## src/sv/stl_pkg.sv

```systemverilog
// Shared types and constants for the source token lexer.
`timescale 1ns / 1ps
`default_nettype none

package stl_pkg;

  // Default widths of the position and line/column counters.
  localparam int unsigned STL_POS_BITS  = 24;
  localparam int unsigned STL_LINE_BITS = 16;

  localparam int unsigned STL_KIND_W  = 5;
  // At most three tokens follow from one byte.
  localparam int unsigned STL_MAX_TOK = 3;
  localparam int unsigned STL_IDX_W   = 2;

  // Byte codes with a role of their own.
  localparam logic [7:0] CH_EQ    = 8'h3D;
  localparam logic [7:0] CH_PLUS  = 8'h2B;
  localparam logic [7:0] CH_MINUS = 8'h2D;
  localparam logic [7:0] CH_STAR  = 8'h2A;
  localparam logic [7:0] CH_DOT   = 8'h2E;
  localparam logic [7:0] CH_UNDER = 8'h5F;
  localparam logic [7:0] CH_SLASH = 8'h2F;
  localparam logic [7:0] CH_LPAR  = 8'h28;
  localparam logic [7:0] CH_RPAR  = 8'h29;
  localparam logic [7:0] CH_SEMI  = 8'h3B;
  localparam logic [7:0] CH_NL    = 8'h0A;
  localparam logic [7:0] CH_SPACE = 8'h20;
  localparam logic [7:0] CH_TAB   = 8'h09;
  localparam logic [7:0] CH_CR    = 8'h0D;

  typedef enum logic [STL_KIND_W-1:0] {
    KIND_EOF       = 5'd0,
    KIND_IDENT     = 5'd1,
    KIND_INTNUM    = 5'd2,
    KIND_FRACNUM   = 5'd3,
    KIND_KW_INT    = 5'd4,
    KIND_KW_FLOAT  = 5'd5,
    KIND_KW_ELSE   = 5'd6,
    KIND_KW_WHILE  = 5'd7,
    KIND_KW_FOR    = 5'd8,
    KIND_KW_RETURN = 5'd9,
    KIND_SLASH     = 5'd10,
    KIND_LPAR      = 5'd11,
    KIND_RPAR      = 5'd12,
    KIND_SEMI      = 5'd13,
    KIND_ASSIGN    = 5'd14,
    KIND_EQ        = 5'd15,
    KIND_PLUS      = 5'd16,
    KIND_INC       = 5'd17,
    KIND_MINUS     = 5'd18,
    KIND_DEC       = 5'd19,
    KIND_STAR      = 5'd20,
    KIND_POW       = 5'd21,
    KIND_UNKNOWN   = 5'd22
  } stl_kind_e;

  typedef enum logic [2:0] {
    MODE_IDLE  = 3'd0,
    MODE_IDENT = 3'd1,
    MODE_INT   = 3'd2,
    MODE_FRAC  = 3'd3,
    MODE_OP    = 3'd4
  } stl_mode_e;

  // Held operator, in the order of its single-byte kind codes.
  typedef enum logic [1:0] {
    OP_ASSIGN = 2'd0,
    OP_PLUS   = 2'd1,
    OP_MINUS  = 2'd2,
    OP_STAR   = 2'd3
  } stl_op_e;

  // Hand-over of one byte's tokens from the scanner to the output stage.
  typedef struct packed {
    logic                 load;
    logic [STL_IDX_W-1:0] count;
  } stl_load_t;

endpackage

`default_nettype wire

```

## src/sv/stl_if.sv

```systemverilog
// Valid/ready channel interfaces for source bytes and tokens.
`timescale 1ns / 1ps
`default_nettype none

interface stl_byte_if;
  logic       valid;
  logic       ready;
  logic [7:0] byte_req;
  logic       last_byte;

  modport source (output valid, output byte_req, output last_byte, input ready);
  modport sink   (input valid, input byte_req, input last_byte, output ready);
endinterface

interface stl_tok_if import stl_pkg::*; #(
  parameter int unsigned POS_BITS  = STL_POS_BITS,
  parameter int unsigned LINE_BITS = STL_LINE_BITS
);
  logic                  valid;
  logic                  ready;
  logic [STL_KIND_W-1:0] kind;
  logic [POS_BITS-1:0]   first_pos;
  logic [POS_BITS-1:0]   end_pos;
  logic [LINE_BITS-1:0]  line_no;
  logic [LINE_BITS-1:0]  column_no;
  logic                  run_end;

  modport source (output valid, output kind, output first_pos, output end_pos,
                  output line_no, output column_no, output run_end, input ready);
  modport sink   (input valid, input kind, input first_pos, input end_pos,
                  input line_no, input column_no, input run_end, output ready);
endinterface

`default_nettype wire

```

## src/sv/stl_core.sv

```systemverilog
// Byte input register, scanner state and per-byte token bundle logic.
`timescale 1ns / 1ps
`default_nettype none

module stl_core import stl_pkg::*; #(
  parameter int unsigned POS_BITS  = STL_POS_BITS,
  parameter int unsigned LINE_BITS = STL_LINE_BITS
) (
  input  logic                  clk_i,
  input  logic                  rst_ni,
  stl_byte_if.sink              byte_i,
  input  logic                  bundle_free_i,
  output stl_load_t             load_o,
  output logic [STL_KIND_W-1:0] kind_o  [STL_MAX_TOK],
  output logic [POS_BITS-1:0]   start_o [STL_MAX_TOK],
  output logic [POS_BITS-1:0]   end_o   [STL_MAX_TOK],
  output logic [LINE_BITS-1:0]  line_o  [STL_MAX_TOK],
  output logic [LINE_BITS-1:0]  col_o   [STL_MAX_TOK]
);

  typedef struct packed {
    logic [STL_KIND_W-1:0] kind;
    logic [POS_BITS-1:0]   spos;
    logic [POS_BITS-1:0]   epos;
    logic [LINE_BITS-1:0]  line;
    logic [LINE_BITS-1:0]  col;
  } tok_ent_t;

  function automatic logic [47:0] kw_word(input logic [2:0] k);
    logic [47:0] w;
    unique case (k)
      3'd0:    w = {24'h0, "tni"};
      3'd1:    w = {8'h0, "taolf"};
      3'd2:    w = {16'h0, "esle"};
      3'd3:    w = {8'h0, "elihw"};
      3'd4:    w = {24'h0, "rof"};
      3'd5:    w = "nruter";
      default: w = '0;
    endcase
    return w;
  endfunction

  function automatic logic [2:0] kw_len(input logic [2:0] k);
    logic [2:0] n;
    unique case (k) inside
      3'd0, 3'd4:  n = 3'd3;
      3'd1, 3'd3:  n = 3'd5;
      3'd2:        n = 3'd4;
      3'd5:        n = 3'd6;
      default:     n = 3'd7;
    endcase
    return n;
  endfunction

  // Drop every keyword whose next character differs from c.
  function automatic logic [5:0] kw_match(input logic [5:0] cand, input logic [2:0] len,
                                          input logic [7:0] c);
    logic [5:0]  keep;
    logic [47:0] sh;
    for (int i = 0; i < 6; i++) begin
      sh      = kw_word(3'(i)) >> {len, 3'b000};
      keep[i] = cand[i] && (len < kw_len(3'(i))) && (sh[7:0] == c);
    end
    return keep;
  endfunction

  function automatic stl_kind_e op_kind(input stl_op_e op);
    return stl_kind_e'(5'(KIND_ASSIGN) + {2'b00, op, 1'b0});
  endfunction

  function automatic stl_kind_e flush_kind(input stl_mode_e m, input logic [5:0] cand,
                                           input logic [2:0] len, input stl_op_e op);
    stl_kind_e k;
    unique case (m)
      MODE_IDENT: begin
        k = KIND_IDENT;
        for (int i = 0; i < 6; i++) begin
          if (cand[i] && (len == kw_len(3'(i)))) begin
            k = stl_kind_e'(5'(KIND_KW_INT) + 5'(i));
          end
        end
      end
      MODE_INT:  k = KIND_INTNUM;
      MODE_FRAC: k = KIND_FRACNUM;
      MODE_OP:   k = op_kind(op);
      default:   k = KIND_UNKNOWN;
    endcase
    return k;
  endfunction

  // Input register
  logic       inq_v_q;
  logic [7:0] byte_q;
  logic       last_q;
  logic       step;

  // Scanner state
  stl_mode_e            mode_q, mode_d;
  stl_op_e              held_q, held_d;
  logic [5:0]           cand_q, cand_d;
  logic [2:0]           len_q, len_d;
  logic [POS_BITS-1:0]  tok_pos_q, tok_pos_d, cur_pos_q, cur_pos_d;
  logic [LINE_BITS-1:0] tok_line_q, tok_line_d, tok_col_q, tok_col_d;
  logic [LINE_BITS-1:0] cur_line_q, cur_line_d, cur_col_q, cur_col_d;

  // Decode
  logic      is_dig, is_alp, is_sp, is_op, consumed, starting, single;
  stl_op_e   op_b;
  stl_mode_e new_mode;
  stl_kind_e single_kind;

  // Post-byte values before an end of source is applied
  stl_mode_e            mode_nx;
  stl_op_e              held_nx;
  logic [5:0]           cand_nx, base_cand;
  logic [2:0]           len_nx, base_len;
  logic                 begin_tok, add_ch;
  logic [POS_BITS-1:0]  next_pos, tok_pos_nx;
  logic [LINE_BITS-1:0] tok_line_nx, tok_col_nx, line_nx, col_nx;

  // Results
  tok_ent_t r0, rm, re;
  logic     p0, pm;
  tok_ent_t slot [STL_MAX_TOK];

  assign byte_i.ready = !inq_v_q || bundle_free_i;
  assign step         = inq_v_q && bundle_free_i;

  always_ff @(posedge clk_i or negedge rst_ni) begin
    if (!rst_ni) begin
      inq_v_q <= 1'b0;
    end else if (byte_i.ready) begin
      inq_v_q <= byte_i.valid;
    end
  end

  always_ff @(posedge clk_i) begin
    if (byte_i.valid && byte_i.ready) begin
      byte_q <= byte_i.byte_req;
      last_q <= byte_i.last_byte;
    end
  end

  always_comb begin
    is_dig = (byte_q >= "0") && (byte_q <= "9");
    is_alp = ((byte_q >= "a") && (byte_q <= "z")) || ((byte_q >= "A") && (byte_q <= "Z"));
    is_sp  = (byte_q == CH_SPACE) || ((byte_q >= CH_TAB) && (byte_q <= CH_CR));
    is_op  = (byte_q == CH_EQ) || (byte_q == CH_PLUS) || (byte_q == CH_MINUS) ||
             (byte_q == CH_STAR);
    unique case (byte_q)
      CH_PLUS:  op_b = OP_PLUS;
      CH_MINUS: op_b = OP_MINUS;
      CH_STAR:  op_b = OP_STAR;
      default:  op_b = OP_ASSIGN;
    endcase
    unique case (byte_q)
      CH_SLASH: single_kind = KIND_SLASH;
      CH_LPAR:  single_kind = KIND_LPAR;
      CH_RPAR:  single_kind = KIND_RPAR;
      CH_SEMI:  single_kind = KIND_SEMI;
      default:  single_kind = KIND_UNKNOWN;
    endcase
    unique case (mode_q)
      MODE_IDENT: consumed = is_alp || is_dig || (byte_q == CH_UNDER);
      MODE_INT:   consumed = is_dig || (byte_q == CH_DOT);
      MODE_FRAC:  consumed = is_dig;
      MODE_OP:    consumed = is_op && (op_b == held_q);
      default:    consumed = 1'b0;
    endcase
    if (is_dig) begin
      new_mode = MODE_INT;
    end else if (is_alp || (byte_q == CH_UNDER)) begin
      new_mode = MODE_IDENT;
    end else if (is_op) begin
      new_mode = MODE_OP;
    end else begin
      new_mode = MODE_IDLE;
    end
    starting = !consumed && !is_sp;
    single   = starting && (new_mode == MODE_IDLE);
  end

  // Next state
  always_comb begin
    next_pos  = (&cur_pos_q) ? cur_pos_q : cur_pos_q + 1'b1;
    begin_tok = starting && (new_mode != MODE_IDLE);
    if (consumed) begin
      if (mode_q == MODE_OP) begin
        mode_nx = MODE_IDLE;
      end else if ((mode_q == MODE_INT) && (byte_q == CH_DOT)) begin
        mode_nx = MODE_FRAC;
      end else begin
        mode_nx = mode_q;
      end
    end else begin
      mode_nx = begin_tok ? new_mode : MODE_IDLE;
    end
    base_cand = begin_tok ? 6'h3F : cand_q;
    base_len  = begin_tok ? 3'd0 : len_q;
    add_ch    = (consumed && (mode_q != MODE_OP)) || (begin_tok && (new_mode != MODE_OP));
    if (add_ch) begin
      cand_nx = kw_match(base_cand, base_len, byte_q);
      len_nx  = (&base_len) ? base_len : base_len + 3'd1;
    end else begin
      cand_nx = base_cand;
      len_nx  = (begin_tok && (new_mode == MODE_OP)) ? 3'd1 : base_len;
    end
    held_nx     = (begin_tok && (new_mode == MODE_OP)) ? op_b : held_q;
    tok_pos_nx  = begin_tok ? cur_pos_q  : tok_pos_q;
    tok_line_nx = begin_tok ? cur_line_q : tok_line_q;
    tok_col_nx  = begin_tok ? cur_col_q  : tok_col_q;
    if (byte_q == CH_NL) begin
      line_nx = (&cur_line_q) ? cur_line_q : cur_line_q + 1'b1;
      col_nx  = LINE_BITS'(1);
    end else begin
      line_nx = cur_line_q;
      col_nx  = (&cur_col_q) ? cur_col_q : cur_col_q + 1'b1;
    end

    if (last_q) begin
      mode_d     = MODE_IDLE;
      held_d     = OP_ASSIGN;
      cand_d     = 6'h3F;
      len_d      = 3'd0;
      tok_pos_d  = '0;
      tok_line_d = LINE_BITS'(1);
      tok_col_d  = LINE_BITS'(1);
      cur_pos_d  = '0;
      cur_line_d = LINE_BITS'(1);
      cur_col_d  = LINE_BITS'(1);
    end else begin
      mode_d     = mode_nx;
      held_d     = held_nx;
      cand_d     = cand_nx;
      len_d      = len_nx;
      tok_pos_d  = tok_pos_nx;
      tok_line_d = tok_line_nx;
      tok_col_d  = tok_col_nx;
      cur_pos_d  = next_pos;
      cur_line_d = line_nx;
      cur_col_d  = col_nx;
    end
  end

  always_ff @(posedge clk_i or negedge rst_ni) begin
    if (!rst_ni) begin
      mode_q     <= MODE_IDLE;
      held_q     <= OP_ASSIGN;
      cand_q     <= 6'h3F;
      len_q      <= 3'd0;
      tok_pos_q  <= '0;
      tok_line_q <= LINE_BITS'(1);
      tok_col_q  <= LINE_BITS'(1);
      cur_pos_q  <= '0;
      cur_line_q <= LINE_BITS'(1);
      cur_col_q  <= LINE_BITS'(1);
    end else if (step) begin
      mode_q     <= mode_d;
      held_q     <= held_d;
      cand_q     <= cand_d;
      len_q      <= len_d;
      tok_pos_q  <= tok_pos_d;
      tok_line_q <= tok_line_d;
      tok_col_q  <= tok_col_d;
      cur_pos_q  <= cur_pos_d;
      cur_line_q <= cur_line_d;
      cur_col_q  <= cur_col_d;
    end
  end

  // Outputs: pending token or pair, then single byte or closing token, then EOF
  always_comb begin
    p0 = !consumed && (mode_q != MODE_IDLE) || (consumed && (mode_q == MODE_OP));
    r0.kind = (consumed && (mode_q == MODE_OP)) ?
              5'(op_kind(held_q)) + 5'd1 : 5'(flush_kind(mode_q, cand_q, len_q, held_q));
    r0.spos = tok_pos_q;
    r0.epos = consumed ? next_pos : cur_pos_q;
    r0.line = tok_line_q;
    r0.col  = tok_col_q;

    pm = single || (last_q && (mode_nx != MODE_IDLE));
    if (single) begin
      rm.kind = single_kind;
      rm.spos = cur_pos_q;
      rm.line = cur_line_q;
      rm.col  = cur_col_q;
    end else begin
      rm.kind = flush_kind(mode_nx, cand_nx, len_nx, held_nx);
      rm.spos = tok_pos_nx;
      rm.line = tok_line_nx;
      rm.col  = tok_col_nx;
    end
    rm.epos = next_pos;

    re.kind = KIND_EOF;
    re.spos = next_pos;
    re.epos = next_pos;
    re.line = line_nx;
    re.col  = col_nx;

    slot[0] = p0 ? r0 : (pm ? rm : re);
    slot[1] = (p0 && pm) ? rm : re;
    slot[2] = re;

    load_o.count = STL_IDX_W'(p0) + STL_IDX_W'(pm) + STL_IDX_W'(last_q);
    load_o.load  = step && (load_o.count != '0);
  end

  for (genvar g = 0; g < STL_MAX_TOK; g++) begin : g_slot
    assign kind_o[g]  = slot[g].kind;
    assign start_o[g] = slot[g].spos;
    assign end_o[g]   = slot[g].epos;
    assign line_o[g]  = slot[g].line;
    assign col_o[g]   = slot[g].col;
  end

  a_eof_restarts: assert property (@(posedge clk_i) disable iff (!rst_ni)
    (step && last_q) |=> (mode_q == MODE_IDLE) && (cur_pos_q == '0) &&
                         (cur_line_q == LINE_BITS'(1)))
    else $error("end of source did not restart the scanner");

  a_tok_line: assert property (@(posedge clk_i) disable iff (!rst_ni)
    (mode_q != MODE_IDLE) |-> (tok_line_q <= cur_line_q))
    else $error("open token starts on a later line than the cursor");

  a_hold_byte: assert property (@(posedge clk_i) disable iff (!rst_ni)
    (inq_v_q && !byte_i.ready) |=> inq_v_q && $stable(byte_q) && $stable(last_q))
    else $error("held byte lost while the output stage was busy");

endmodule

`default_nettype wire

```

## src/sv/stl_drain.sv

```systemverilog
// Token bundle register that hands out one token per request.
`timescale 1ns / 1ps
`default_nettype none

module stl_drain import stl_pkg::*; #(
  parameter int unsigned POS_BITS  = STL_POS_BITS,
  parameter int unsigned LINE_BITS = STL_LINE_BITS
) (
  input  logic                  clk_i,
  input  logic                  rst_ni,
  input  stl_load_t             load_i,
  input  logic [STL_KIND_W-1:0] kind_i  [STL_MAX_TOK],
  input  logic [POS_BITS-1:0]   start_i [STL_MAX_TOK],
  input  logic [POS_BITS-1:0]   end_i   [STL_MAX_TOK],
  input  logic [LINE_BITS-1:0]  line_i  [STL_MAX_TOK],
  input  logic [LINE_BITS-1:0]  col_i   [STL_MAX_TOK],
  output logic                  bundle_free_o,
  stl_tok_if.source             tok_o
);

  logic                  v_q;
  logic [STL_IDX_W-1:0]  idx_q, cnt_q;
  logic [STL_KIND_W-1:0] kind_q  [STL_MAX_TOK];
  logic [POS_BITS-1:0]   start_q [STL_MAX_TOK];
  logic [POS_BITS-1:0]   end_q   [STL_MAX_TOK];
  logic [LINE_BITS-1:0]  line_q  [STL_MAX_TOK];
  logic [LINE_BITS-1:0]  col_q   [STL_MAX_TOK];
  logic                  fire, at_last;

  assign fire          = v_q && tok_o.ready;
  assign at_last       = (idx_q == cnt_q - 1'b1);
  assign bundle_free_o = !v_q || (fire && at_last);

  always_ff @(posedge clk_i or negedge rst_ni) begin
    if (!rst_ni) begin
      v_q   <= 1'b0;
      idx_q <= '0;
      cnt_q <= '0;
    end else if (load_i.load) begin
      v_q   <= 1'b1;
      idx_q <= '0;
      cnt_q <= load_i.count;
    end else if (fire) begin
      if (at_last) begin
        v_q <= 1'b0;
      end else begin
        idx_q <= idx_q + 1'b1;
      end
    end
  end

  always_ff @(posedge clk_i) begin
    if (load_i.load) begin
      kind_q  <= kind_i;
      start_q <= start_i;
      end_q   <= end_i;
      line_q  <= line_i;
      col_q   <= col_i;
    end
  end

  assign tok_o.valid     = v_q;
  assign tok_o.kind      = kind_q[idx_q];
  assign tok_o.first_pos = start_q[idx_q];
  assign tok_o.end_pos   = end_q[idx_q];
  assign tok_o.line_no   = line_q[idx_q];
  assign tok_o.column_no = col_q[idx_q];
  assign tok_o.run_end   = at_last;

  a_idx_range: assert property (@(posedge clk_i) disable iff (!rst_ni)
    v_q |-> (idx_q < cnt_q))
    else $error("token index ran past the bundle");

  a_no_overwrite: assert property (@(posedge clk_i) disable iff (!rst_ni)
    load_i.load |-> bundle_free_o)
    else $error("bundle loaded over tokens not yet taken");

  a_hold_token: assert property (@(posedge clk_i) disable iff (!rst_ni)
    (v_q && !tok_o.ready) |=> v_q && $stable(idx_q))
    else $error("offered token moved before its request was taken");

endmodule

`default_nettype wire

```

## src/sv/source_token_lexer.sv

```systemverilog
// Top level of the streaming source token lexer.
// Flow: an accepted byte waits in the input register until it is scanned,
//   which writes its tokens to the bundle register that drives tok_o.
// Throughput: one byte per cycle while each byte yields at most one token and
//   tok_o is ready; more tokens per byte hold the input until all are taken.
// Reset: asynchronous, active low; position 0, line 1, column 1, no open token.
`timescale 1ns / 1ps
`default_nettype none

module source_token_lexer import stl_pkg::*; #(
  parameter int unsigned POS_BITS  = STL_POS_BITS,
  parameter int unsigned LINE_BITS = STL_LINE_BITS
) (
  input  logic      clk_i,
  input  logic      rst_ni,
  stl_byte_if.sink  byte_i,
  stl_tok_if.source tok_o
);

  // The datapath has two register stages:
  //   1. stl_core holds the accepted byte in an input register and, in one
  //      pass of short logic against the scanner state, works out every
  //      token that byte causes: the token it closes (or the doubled
  //      operator it completes), a single-byte token or, at end of source,
  //      the token left open, and the EOF token. The scanner state advances
  //      in the same cycle the bundle is written.
  //   2. stl_drain keeps that bundle and hands it out one token per request,
  //      marking the last one with run_end.
  // A byte advances out of the input register only when the bundle register
  // is empty or gives up its last token in the same cycle; a new byte is taken
  // while a finished token waits only if the input register is empty.

  stl_load_t             load;
  logic                  bundle_free;
  logic [STL_KIND_W-1:0] kind  [STL_MAX_TOK];
  logic [POS_BITS-1:0]   spos  [STL_MAX_TOK];
  logic [POS_BITS-1:0]   epos  [STL_MAX_TOK];
  logic [LINE_BITS-1:0]  line  [STL_MAX_TOK];
  logic [LINE_BITS-1:0]  col   [STL_MAX_TOK];

  // Scanner: classify the byte, advance the counters, build the bundle.
  stl_core #(
    .POS_BITS  (POS_BITS),
    .LINE_BITS (LINE_BITS)
  ) u_core (
    .clk_i         (clk_i),
    .rst_ni        (rst_ni),
    .byte_i        (byte_i),
    .bundle_free_i (bundle_free),
    .load_o        (load),
    .kind_o        (kind),
    .start_o       (spos),
    .end_o         (epos),
    .line_o        (line),
    .col_o         (col)
  );

  // Output stage: hold the bundle, advance one token per request.
  stl_drain #(
    .POS_BITS  (POS_BITS),
    .LINE_BITS (LINE_BITS)
  ) u_drain (
    .clk_i         (clk_i),
    .rst_ni        (rst_ni),
    .load_i        (load),
    .kind_i        (kind),
    .start_i       (spos),
    .end_i         (epos),
    .line_i        (line),
    .col_i         (col),
    .bundle_free_o (bundle_free),
    .tok_o         (tok_o)
  );

endmodule

`default_nettype wire

```

## src/flat_wrapper.sv

```systemverilog
// flat-port wrapper written by rule: the top's interface ports become plain ports
module source_token_lexer_flat import stl_pkg::*;
#(
  parameter int unsigned POS_BITS  = STL_POS_BITS,
  parameter int unsigned LINE_BITS = STL_LINE_BITS
)
  (clk_i, rst_ni, byte_i_valid, byte_i_byte_req, byte_i_last_byte, byte_i_ready, tok_o_valid, tok_o_kind, tok_o_first_pos, tok_o_end_pos, tok_o_line_no, tok_o_column_no, tok_o_run_end, tok_o_ready);
  stl_byte_if byte_i_i ();
  stl_tok_if #(.POS_BITS(POS_BITS), .LINE_BITS(LINE_BITS)) tok_o_i ();
  input  logic clk_i;
  input  logic rst_ni;
  input wire logic [$bits(byte_i_i.valid)-1:0] byte_i_valid;
  input wire logic [$bits(byte_i_i.byte_req)-1:0] byte_i_byte_req;
  input wire logic [$bits(byte_i_i.last_byte)-1:0] byte_i_last_byte;
  output wire logic [$bits(byte_i_i.ready)-1:0] byte_i_ready;
  output wire logic [$bits(tok_o_i.valid)-1:0] tok_o_valid;
  output wire logic [$bits(tok_o_i.kind)-1:0] tok_o_kind;
  output wire logic [$bits(tok_o_i.first_pos)-1:0] tok_o_first_pos;
  output wire logic [$bits(tok_o_i.end_pos)-1:0] tok_o_end_pos;
  output wire logic [$bits(tok_o_i.line_no)-1:0] tok_o_line_no;
  output wire logic [$bits(tok_o_i.column_no)-1:0] tok_o_column_no;
  output wire logic [$bits(tok_o_i.run_end)-1:0] tok_o_run_end;
  input wire logic [$bits(tok_o_i.ready)-1:0] tok_o_ready;
  assign byte_i_i.valid = byte_i_valid;
  assign byte_i_i.byte_req = byte_i_byte_req;
  assign byte_i_i.last_byte = byte_i_last_byte;
  assign byte_i_ready = byte_i_i.ready;
  assign tok_o_valid = tok_o_i.valid;
  assign tok_o_kind = tok_o_i.kind;
  assign tok_o_first_pos = tok_o_i.first_pos;
  assign tok_o_end_pos = tok_o_i.end_pos;
  assign tok_o_line_no = tok_o_i.line_no;
  assign tok_o_column_no = tok_o_i.column_no;
  assign tok_o_run_end = tok_o_i.run_end;
  assign tok_o_i.ready = tok_o_ready;
  source_token_lexer #(.POS_BITS(POS_BITS), .LINE_BITS(LINE_BITS)) u_core (.clk_i(clk_i), .rst_ni(rst_ni), .byte_i(byte_i_i), .tok_o(tok_o_i));
endmodule
```

## config.mk

```make
export PLATFORM = sky130hd
export DESIGN_NAME = source_token_lexer_flat
export DESIGN_NICKNAME = d
export VERILOG_FILES = /design/src/sv/stl_pkg.sv /design/src/sv/stl_if.sv /design/src/sv/stl_core.sv /design/src/sv/stl_drain.sv /design/src/sv/source_token_lexer.sv /design/src/flat_wrapper.sv
export SDC_FILE = /design/constraint.sdc
export NUM_CORES = 1
export LEC_CHECK = 0
export ABC_AREA = 0
export BUFFER_PORTS_ARGS = -buffer_cell sky130_fd_sc_hd__buf_2
export CORE_MARGIN = 2
export CORE_UTILIZATION = 54
export CTS_BUF_LIST = sky130_fd_sc_hd__clkbuf_4
export DETAILED_ROUTE_END_ITERATION = 8
export HOLD_SLACK_MARGIN = 0.1
export PLACE_DENSITY_LB_ADDON = 0.15
export REMOVE_ABC_BUFFERS = 1
export SLEW_MARGIN = 20
export SYNTH_ARGS = -nofsm -noshare
export SYNTH_HDL_FRONTEND = slang
export SYNTH_SLANG_ARGS = --single-unit
```

## constraint.sdc

```tcl
create_clock -name clk_i -period 26.1 [get_ports clk_i]
set_clock_uncertainty 0.1 [all_clocks]
set_input_delay 1.305 -clock clk_i [delete_from_list [all_inputs] [get_ports clk_i]]
set_output_delay 1.305 -clock clk_i [all_outputs]
set_load 0.02 [all_outputs]
```

==> results.cfg, run 1 <==
[run_status]
status = finished clean

[yosys]
ys_warn_count = 0
muxShareOfSynthArea_pct = 5.04
synth_edf_count = 211
synth_simple_gate_area_share_pct = 16.2
synthAdderAreaFrac_pct = 0.909
ys_seq_elements = 343
synth_flop_cell = edfxtp_1
synth_xor_area_share_pct = 4.30
synth_top_family_by_area = compound AO/OA/AOI/OAI gates
syn_inst = 1946
syn-cell-area_um2 = 18700
avgSynthCellArea_um2 = 9.62
synth_compound_area_share_pct = 17.7
async_flop_share_pct = 38.5
yosysSeqAreaShare_pct = 51.6
synth_cell_types = 80

[grt]
grt_max_degree = 197
grt_first_pass_wirelength_um = 82600
grt_pass1_vias = 14683
grt_usage_pct = 29.3
antenna_found_initial = 1
grt-ovfl-total = 0

[sta]
holdWs_ps = 392
final.period_utilization_pct = 24.0
setup_viol = 0
maxSlewHeadroom_pct = 20.6
slew_viol_final = 0
period_minus_slack_ps = 6260
tns_ps = 0
grt_setup_unrepaired = no
fmax_mhz = 160
worst_slew_pin_slew_ps = 1190
hold_viol = 0

[placement]
gp_congestion = 0.965
port_buffers = 100
dp_hpwl_um = 30500

[setup_path]
crit_chain = nand4bb_1, nor4_1, o21ai_0, nand3_1, nor2_1, o21ai_2, buf_4, inv_2, buf_4, fa_1, nor2_1, nor2_4, buf_12
worstPathRequired_ps = 26350
start_kind = register
cp_data_arrival_time_ps = 6510
slowest_delay_ps = 800
cp_max_fo = 196
cp_slowest_cell = edfxtp_1
cp_num_buf_inv = 4
crit_path_end_kind = register
cp_top_family = buffers and inverters
crit_type = reg -> reg

[floorplan]
ios = 101
chipHeight_um = 190
rows = 68
core_area_um2 = 34400
dieArea_um2 = 36200
die_w_um = 190
start_util_pct = 54.5

[final_layout]
fin_nets = 2007
final_layout_size_suffix_gt1_share_pct = 15.9
synthToLayoutAreaGrowth_pct = 10.0

[clocking]
clockBufferDepth = 3
cts.sinks = 343
clock_latency_ps = 770
hold_buffers = 0
cts_made_buffers = 89
clkTransAtPathRegs_ps = 70
cts_resized = 0
cts_setup_buffers = 0
cts-root-buf = clkbuf_4
cts_tree = built
cts-htree-levels = 3

[power_and_ir_drop]
finalPower_uw = 2660
p_per_area_nw_per_um2 = 129
leakagePower_uw = 0.00802
ir_drop_uv = 165

[routing]
vias_per_cell = 6.13
dr_total_vias = 15398
wl_per_cell_um = 20.9
initialDrtViolationCount = 1589
drc_errors = 0
drt_first_pass_iters = 7
wl_um = 52600
antenna_left = 0

[flow_run]
max_cap_violations = 0

[worst_hold_path]
hold_path.class = reg -> reg
## power by group
part           internal (µW)  switching (µW)  leakage, µW
sequential               859             117      0.00379
combinational            339             846      0.00347
clock                    278             221     0.000751
total                   1470            1180      0.00802
## final timing paths
path	to	cells after the start	startpoint	slack, ps
setup / recovery	u_core.u_drain.line_q[22]	13	u_core.u_core.byte_q[3]	19840
hold / removal	u_core.u_core.tok_line_q[10]	2	u_core.u_core.tok_line_q[10]	390
setup reg to reg	u_core.u_drain.line_q[22]	13	u_core.u_core.byte_q[3]	19840
hold reg to reg	u_core.u_core.tok_line_q[10]	2	u_core.u_core.tok_line_q[10]	390
max in group asynchronous	u_core.u_core.tok_col_q[1]	2	rst_ni	24060
min in group asynchronous	u_core.u_core.tok_line_q[4]	1	rst_ni	500
## stage by stage
stage          cells  setup slack, ps  util, %  cell area [µm²]
2_1_floorplan   1767            11560        -            18000
3_3_place_gp    2345            20210     56.3            19400
3_5_place_dp    2345            20130     56.3            19400
4_1_cts         2510            20030     59.9            20600
5_1_grt         2511            19610     59.9            20600
6_report        2511            19840     59.9            20600
## cell families (layout without fill, tap and decap cells)
| group | Yosys count | in the layout |
|---|---|---|
| simple gates | 675 | 675 |
| compound gates | 525 | 525 |
| flops | 343 | 343 |
| buf+inv | 204 | 313 |
| mux | 94 | 94 |
| xor+xnor | 92 | 92 |
| fa+ha+maj | 13 | 13 |
| other cells | 0 | 1 |
## flip-flops by register name, summed over array words and instances, names as in the netlist, 3 cells and up
| name | cells |
|---|---|
| u_core.u_core.byte_q | 8 |
| u_core.u_core.cand_q | 6 |
| u_core.u_core.cur_col_q | 16 |
| u_core.u_core.cur_line_q | 16 |
| u_core.u_core.cur_pos_q | 24 |
| u_core.u_core.len_q | 3 |
| u_core.u_core.mode_q | 3 |
| u_core.u_core.tok_col_q | 16 |
| u_core.u_core.tok_line_q | 16 |
| u_core.u_core.tok_pos_q | 24 |
| u_core.u_drain.col_q | 48 |
| u_core.u_drain.end_q | 48 |
| u_core.u_drain.kind_q | 10 |
| u_core.u_drain.line_q | 48 |
| u_core.u_drain.start_q | 48 |
## worst min-delay path: stages (launching register included)
cell     delay, ps
dfrtp_1        340
nand2_1         50
o21ai_0         60
## layout by cell type (no fill, tap or decap), types with 40 or more instances in the layout
| cell | instances |
|---|---|
| o21ai_0 | 167 |
| dfrtp_1 | 120 |
| nor2_1 | 178 |
| nor3_1 | 49 |
| xnor2_1 | 60 |
| edfxtp_1 | 211 |
| a21oi_1 | 119 |
| o22ai_1 | 42 |
| nand3_1 | 40 |
| a22o_1 | 82 |
| nand2_1 | 281 |
| buf_2 | 99 |
| clkbuf_4 | 150 |
| mux2i_1 | 92 |
## layout make-up
cell class              instances  area (µm²)
well taps                     455         569
clock inverters                15         113
multi-input cells            1399        8350
diodes                          1        2.50
clock buffers                 150        1130
inverters                      25        93.8
flip-flops and latches        343        9660
repair buffers                123         692
fillers                      2930       13800
## cell usage after synthesis (3+ instances only)
library cell	n	area share, %
inv_1	24	0.48
o22ai_1	42	1.4
clkbuf_1	141	2.8
dfstp_2	10	1.4
buf_2	15	0.40
a31oi_1	34	1.1
xor2_1	32	1.5
a211oi_1	6	0.24
a22o_1	82	3.8
edfxtp_1	211	34
nand2b_1	10	0.33
nand3_1	40	1.1
nor2_1	183	3.7
and4_1	6	0.28
o21a_1	6	0.24
a22oi_1	3	0.12
a211o_1	4	0.19
o21ai_2	3	0.14
o22a_1	6	0.28
and2_1	16	0.53
o21ai_1	11	0.29
nor4_1	11	0.37
or4_4	3	0.18
mux2i_1	92	4.9
a32oi_1	4	0.19
dfrtp_1	122	16
nand4_1	17	0.57
a21o_1	3	0.12
and3_1	21	0.70
or3_1	8	0.27
buf_1	19	0.38
xnor2_1	60	2.8
o21ai_0	167	4.5
nor3_1	49	1.3
a21oi_1	120	3.2
nor2b_1	11	0.37
ha_1	12	0.80
nand2_1	282	5.7
o211ai_1	4	0.16
## per-layer routing
metal	part of all wire (%)	track usage [%]	vias to the layer above
met2	47	47.3	710
met5	0	0	-
met1	42	39.9	7411
met4	2.7	11.1	0
met3	7.6	5.11	112
li1	-	-	7165
Power figures use the tool's default switching activity.
==> run 2: changes to the inputs <==
clock period = 5.9 ns   (was 26.1 ns; I/O delays follow)
==> results.cfg, run 2 (same netlist as run 1, synthesis figures left out) <==
[run_status]
status = finished clean

[floorplan]
chipHeight_um = 190
dieArea_um2 = 36200
start_util_pct = 54.5
ios = 101
die_w_um = 190
core_area_um2 = 34400
rows = 68

[routing]
dr_total_vias = 15678
wl_um = 54600
wl_per_cell_um = 21.2
vias_per_cell = 6.10
initialDrtViolationCount = 1471
drt_first_pass_iters = 6
antenna_left = 0
drc_errors = 0

[flow_run]
max_cap_violations = 0

[clocking]
clkTransAtPathRegs_ps = 70
cts_tree = built
clockBufferDepth = 3
clock_latency_ps = 830
cts-root-buf = clkbuf_4
cts-htree-levels = 3
cts_setup_buffers = 0
cts.sinks = 343
cts_made_buffers = 91

[grt]
grtUsageMet2_pct = 48.5
grt_pass1_vias = 15208
busiest_layer = met2
grt_usage_pct = 30.5
grt_first_pass_wirelength_um = 85000
gr-usage-met3_pct = 5.46
antenna_found_initial = 2
grt-ovfl-total = 0
grt_max_degree = 63
use_met1_pct = 41.5

[worst_hold_path]
hold_path.class = in -> reg

[final_layout]
final_layout_size_suffix_gt1_share_pct = 17.1
layout.cells.most_common = nand2_1
layout_common_cells = nand2_1, edfxtp_1, nor2_1
fin_nets = 2062
post-route-util_pct = 61.6
synthToLayoutAreaGrowth_pct = 13.2
stdcell_count = 2569

[power_and_ir_drop]
leakagePower_uw = 0.00831
ir_drop_uv = 609
p_per_area_nw_per_um2 = 570

[placement]
gp_congestion = 0.936
dp_hpwl_um = 33100
place_inst = 2373
pre_cts_ws_ps = 1010
port_buffers = 100

[sta]
period_minus_slack_ps = 5050
setup_viol = 0
worst_slew_pin_slew_ps = 1120
maxSlewHeadroom_pct = 25.5
slew_viol_final = 0
grt_setup_unrepaired = no
setup_slack_ps = 851
final.period_utilization_pct = 85.6
tns_ps = 0
holdWs_ps = 364
hold_viol = 0
fmax_mhz = 198

[setup_path]
worstPathRequired_ps = 6450
cp_data_arrival_time_ps = 5600
cp_max_fo = 19
start_kind = register
crit_path_end_kind = register
crit_type = reg -> reg
-- run 2: cell types whose count changed in the layout (fill, tap and decap cells not counted), moves of 2 or more --
cell,delta
buf_4,+24
clkbuf_4,+5
buf_12,+5
dlygate4sd3_1,+24
clkinv_2,-2
-- run 2: per-stage QoR --
stage	total power, µW	area (µm²)
5_1_grt	12800	21200
3_3_place_gp	9650	19600
3_5_place_dp	9720	19600
2_1_floorplan	7250	18000
4_1_cts	12100	21200
6_report	12100	21200
-- run 2: cell type report --
class	instances	area (µm²)
flip-flops and latches	343	9660
diodes	1	2.50
repair buffers	176	1210
well taps	455	569
clock buffers	155	1160
fillers	2940	13200
multi-input cells	1399	8350
inverters	25	93.8
clock inverters	15	145
-- run 2: timing repair --
action                                 CTS  global route
endpoints found under the hold margin  150             0
setup endpoints to repair                0             0
resized for setup                        0             0
hold buffers                            25             0
-- run 2: worst paths after layout --
check                                              from                            to  slack, ps  cells past startpoint
max                             u_core.u_core.byte_q[2]     u_core.u_drain.kind_q[12]        850                     17
min                                         tok_o_ready       u_core.u_drain.idx_q[0]        360                      6
max reg2reg                     u_core.u_core.byte_q[2]     u_core.u_drain.kind_q[12]        850                     17
min reg2reg                u_core.u_core.tok_line_q[10]  u_core.u_core.tok_line_q[10]        390                      2
max in group asynchronous                        rst_ni       u_core.u_drain.idx_q[1]       4240                      4
min in group asynchronous                        rst_ni       u_core.u_core.cand_q[5]        550                      3
-- run 2: power breakdown --
part	internal [µW]	switching, µW	leakage (µW)
Clock	1310	1010	0.000783
Combinational	1650	3830	0.00373
Sequential	3780	491	0.00379
Total	6740	5340	0.00831
-- run 2: routing by layer --
layer | up-vias | routed length, µm
met5 | - | 0
met4 | 0 | 1570
met3 | 99 | 4200
met2 | 670 | 25400
met1 | 7644 | 23400
li1 | 7265 | -
-- run 2: critical path: stages, from the launching register on --
cell and delay, ps:
edfxtp_1 870, nand4bb_1 250, or4_4 490, a211oi_4 410
nor4_4 80, nand2_1 120, nand2_1 150, ha_1 390
a222oi_1 430, mux2_2 230, nand3_1 100, a2111o_1 360
nand3_1 150, a21oi_1 130, nor2_1 190, a211oi_2 70
a22oi_2 220, o2bb2ai_1 130
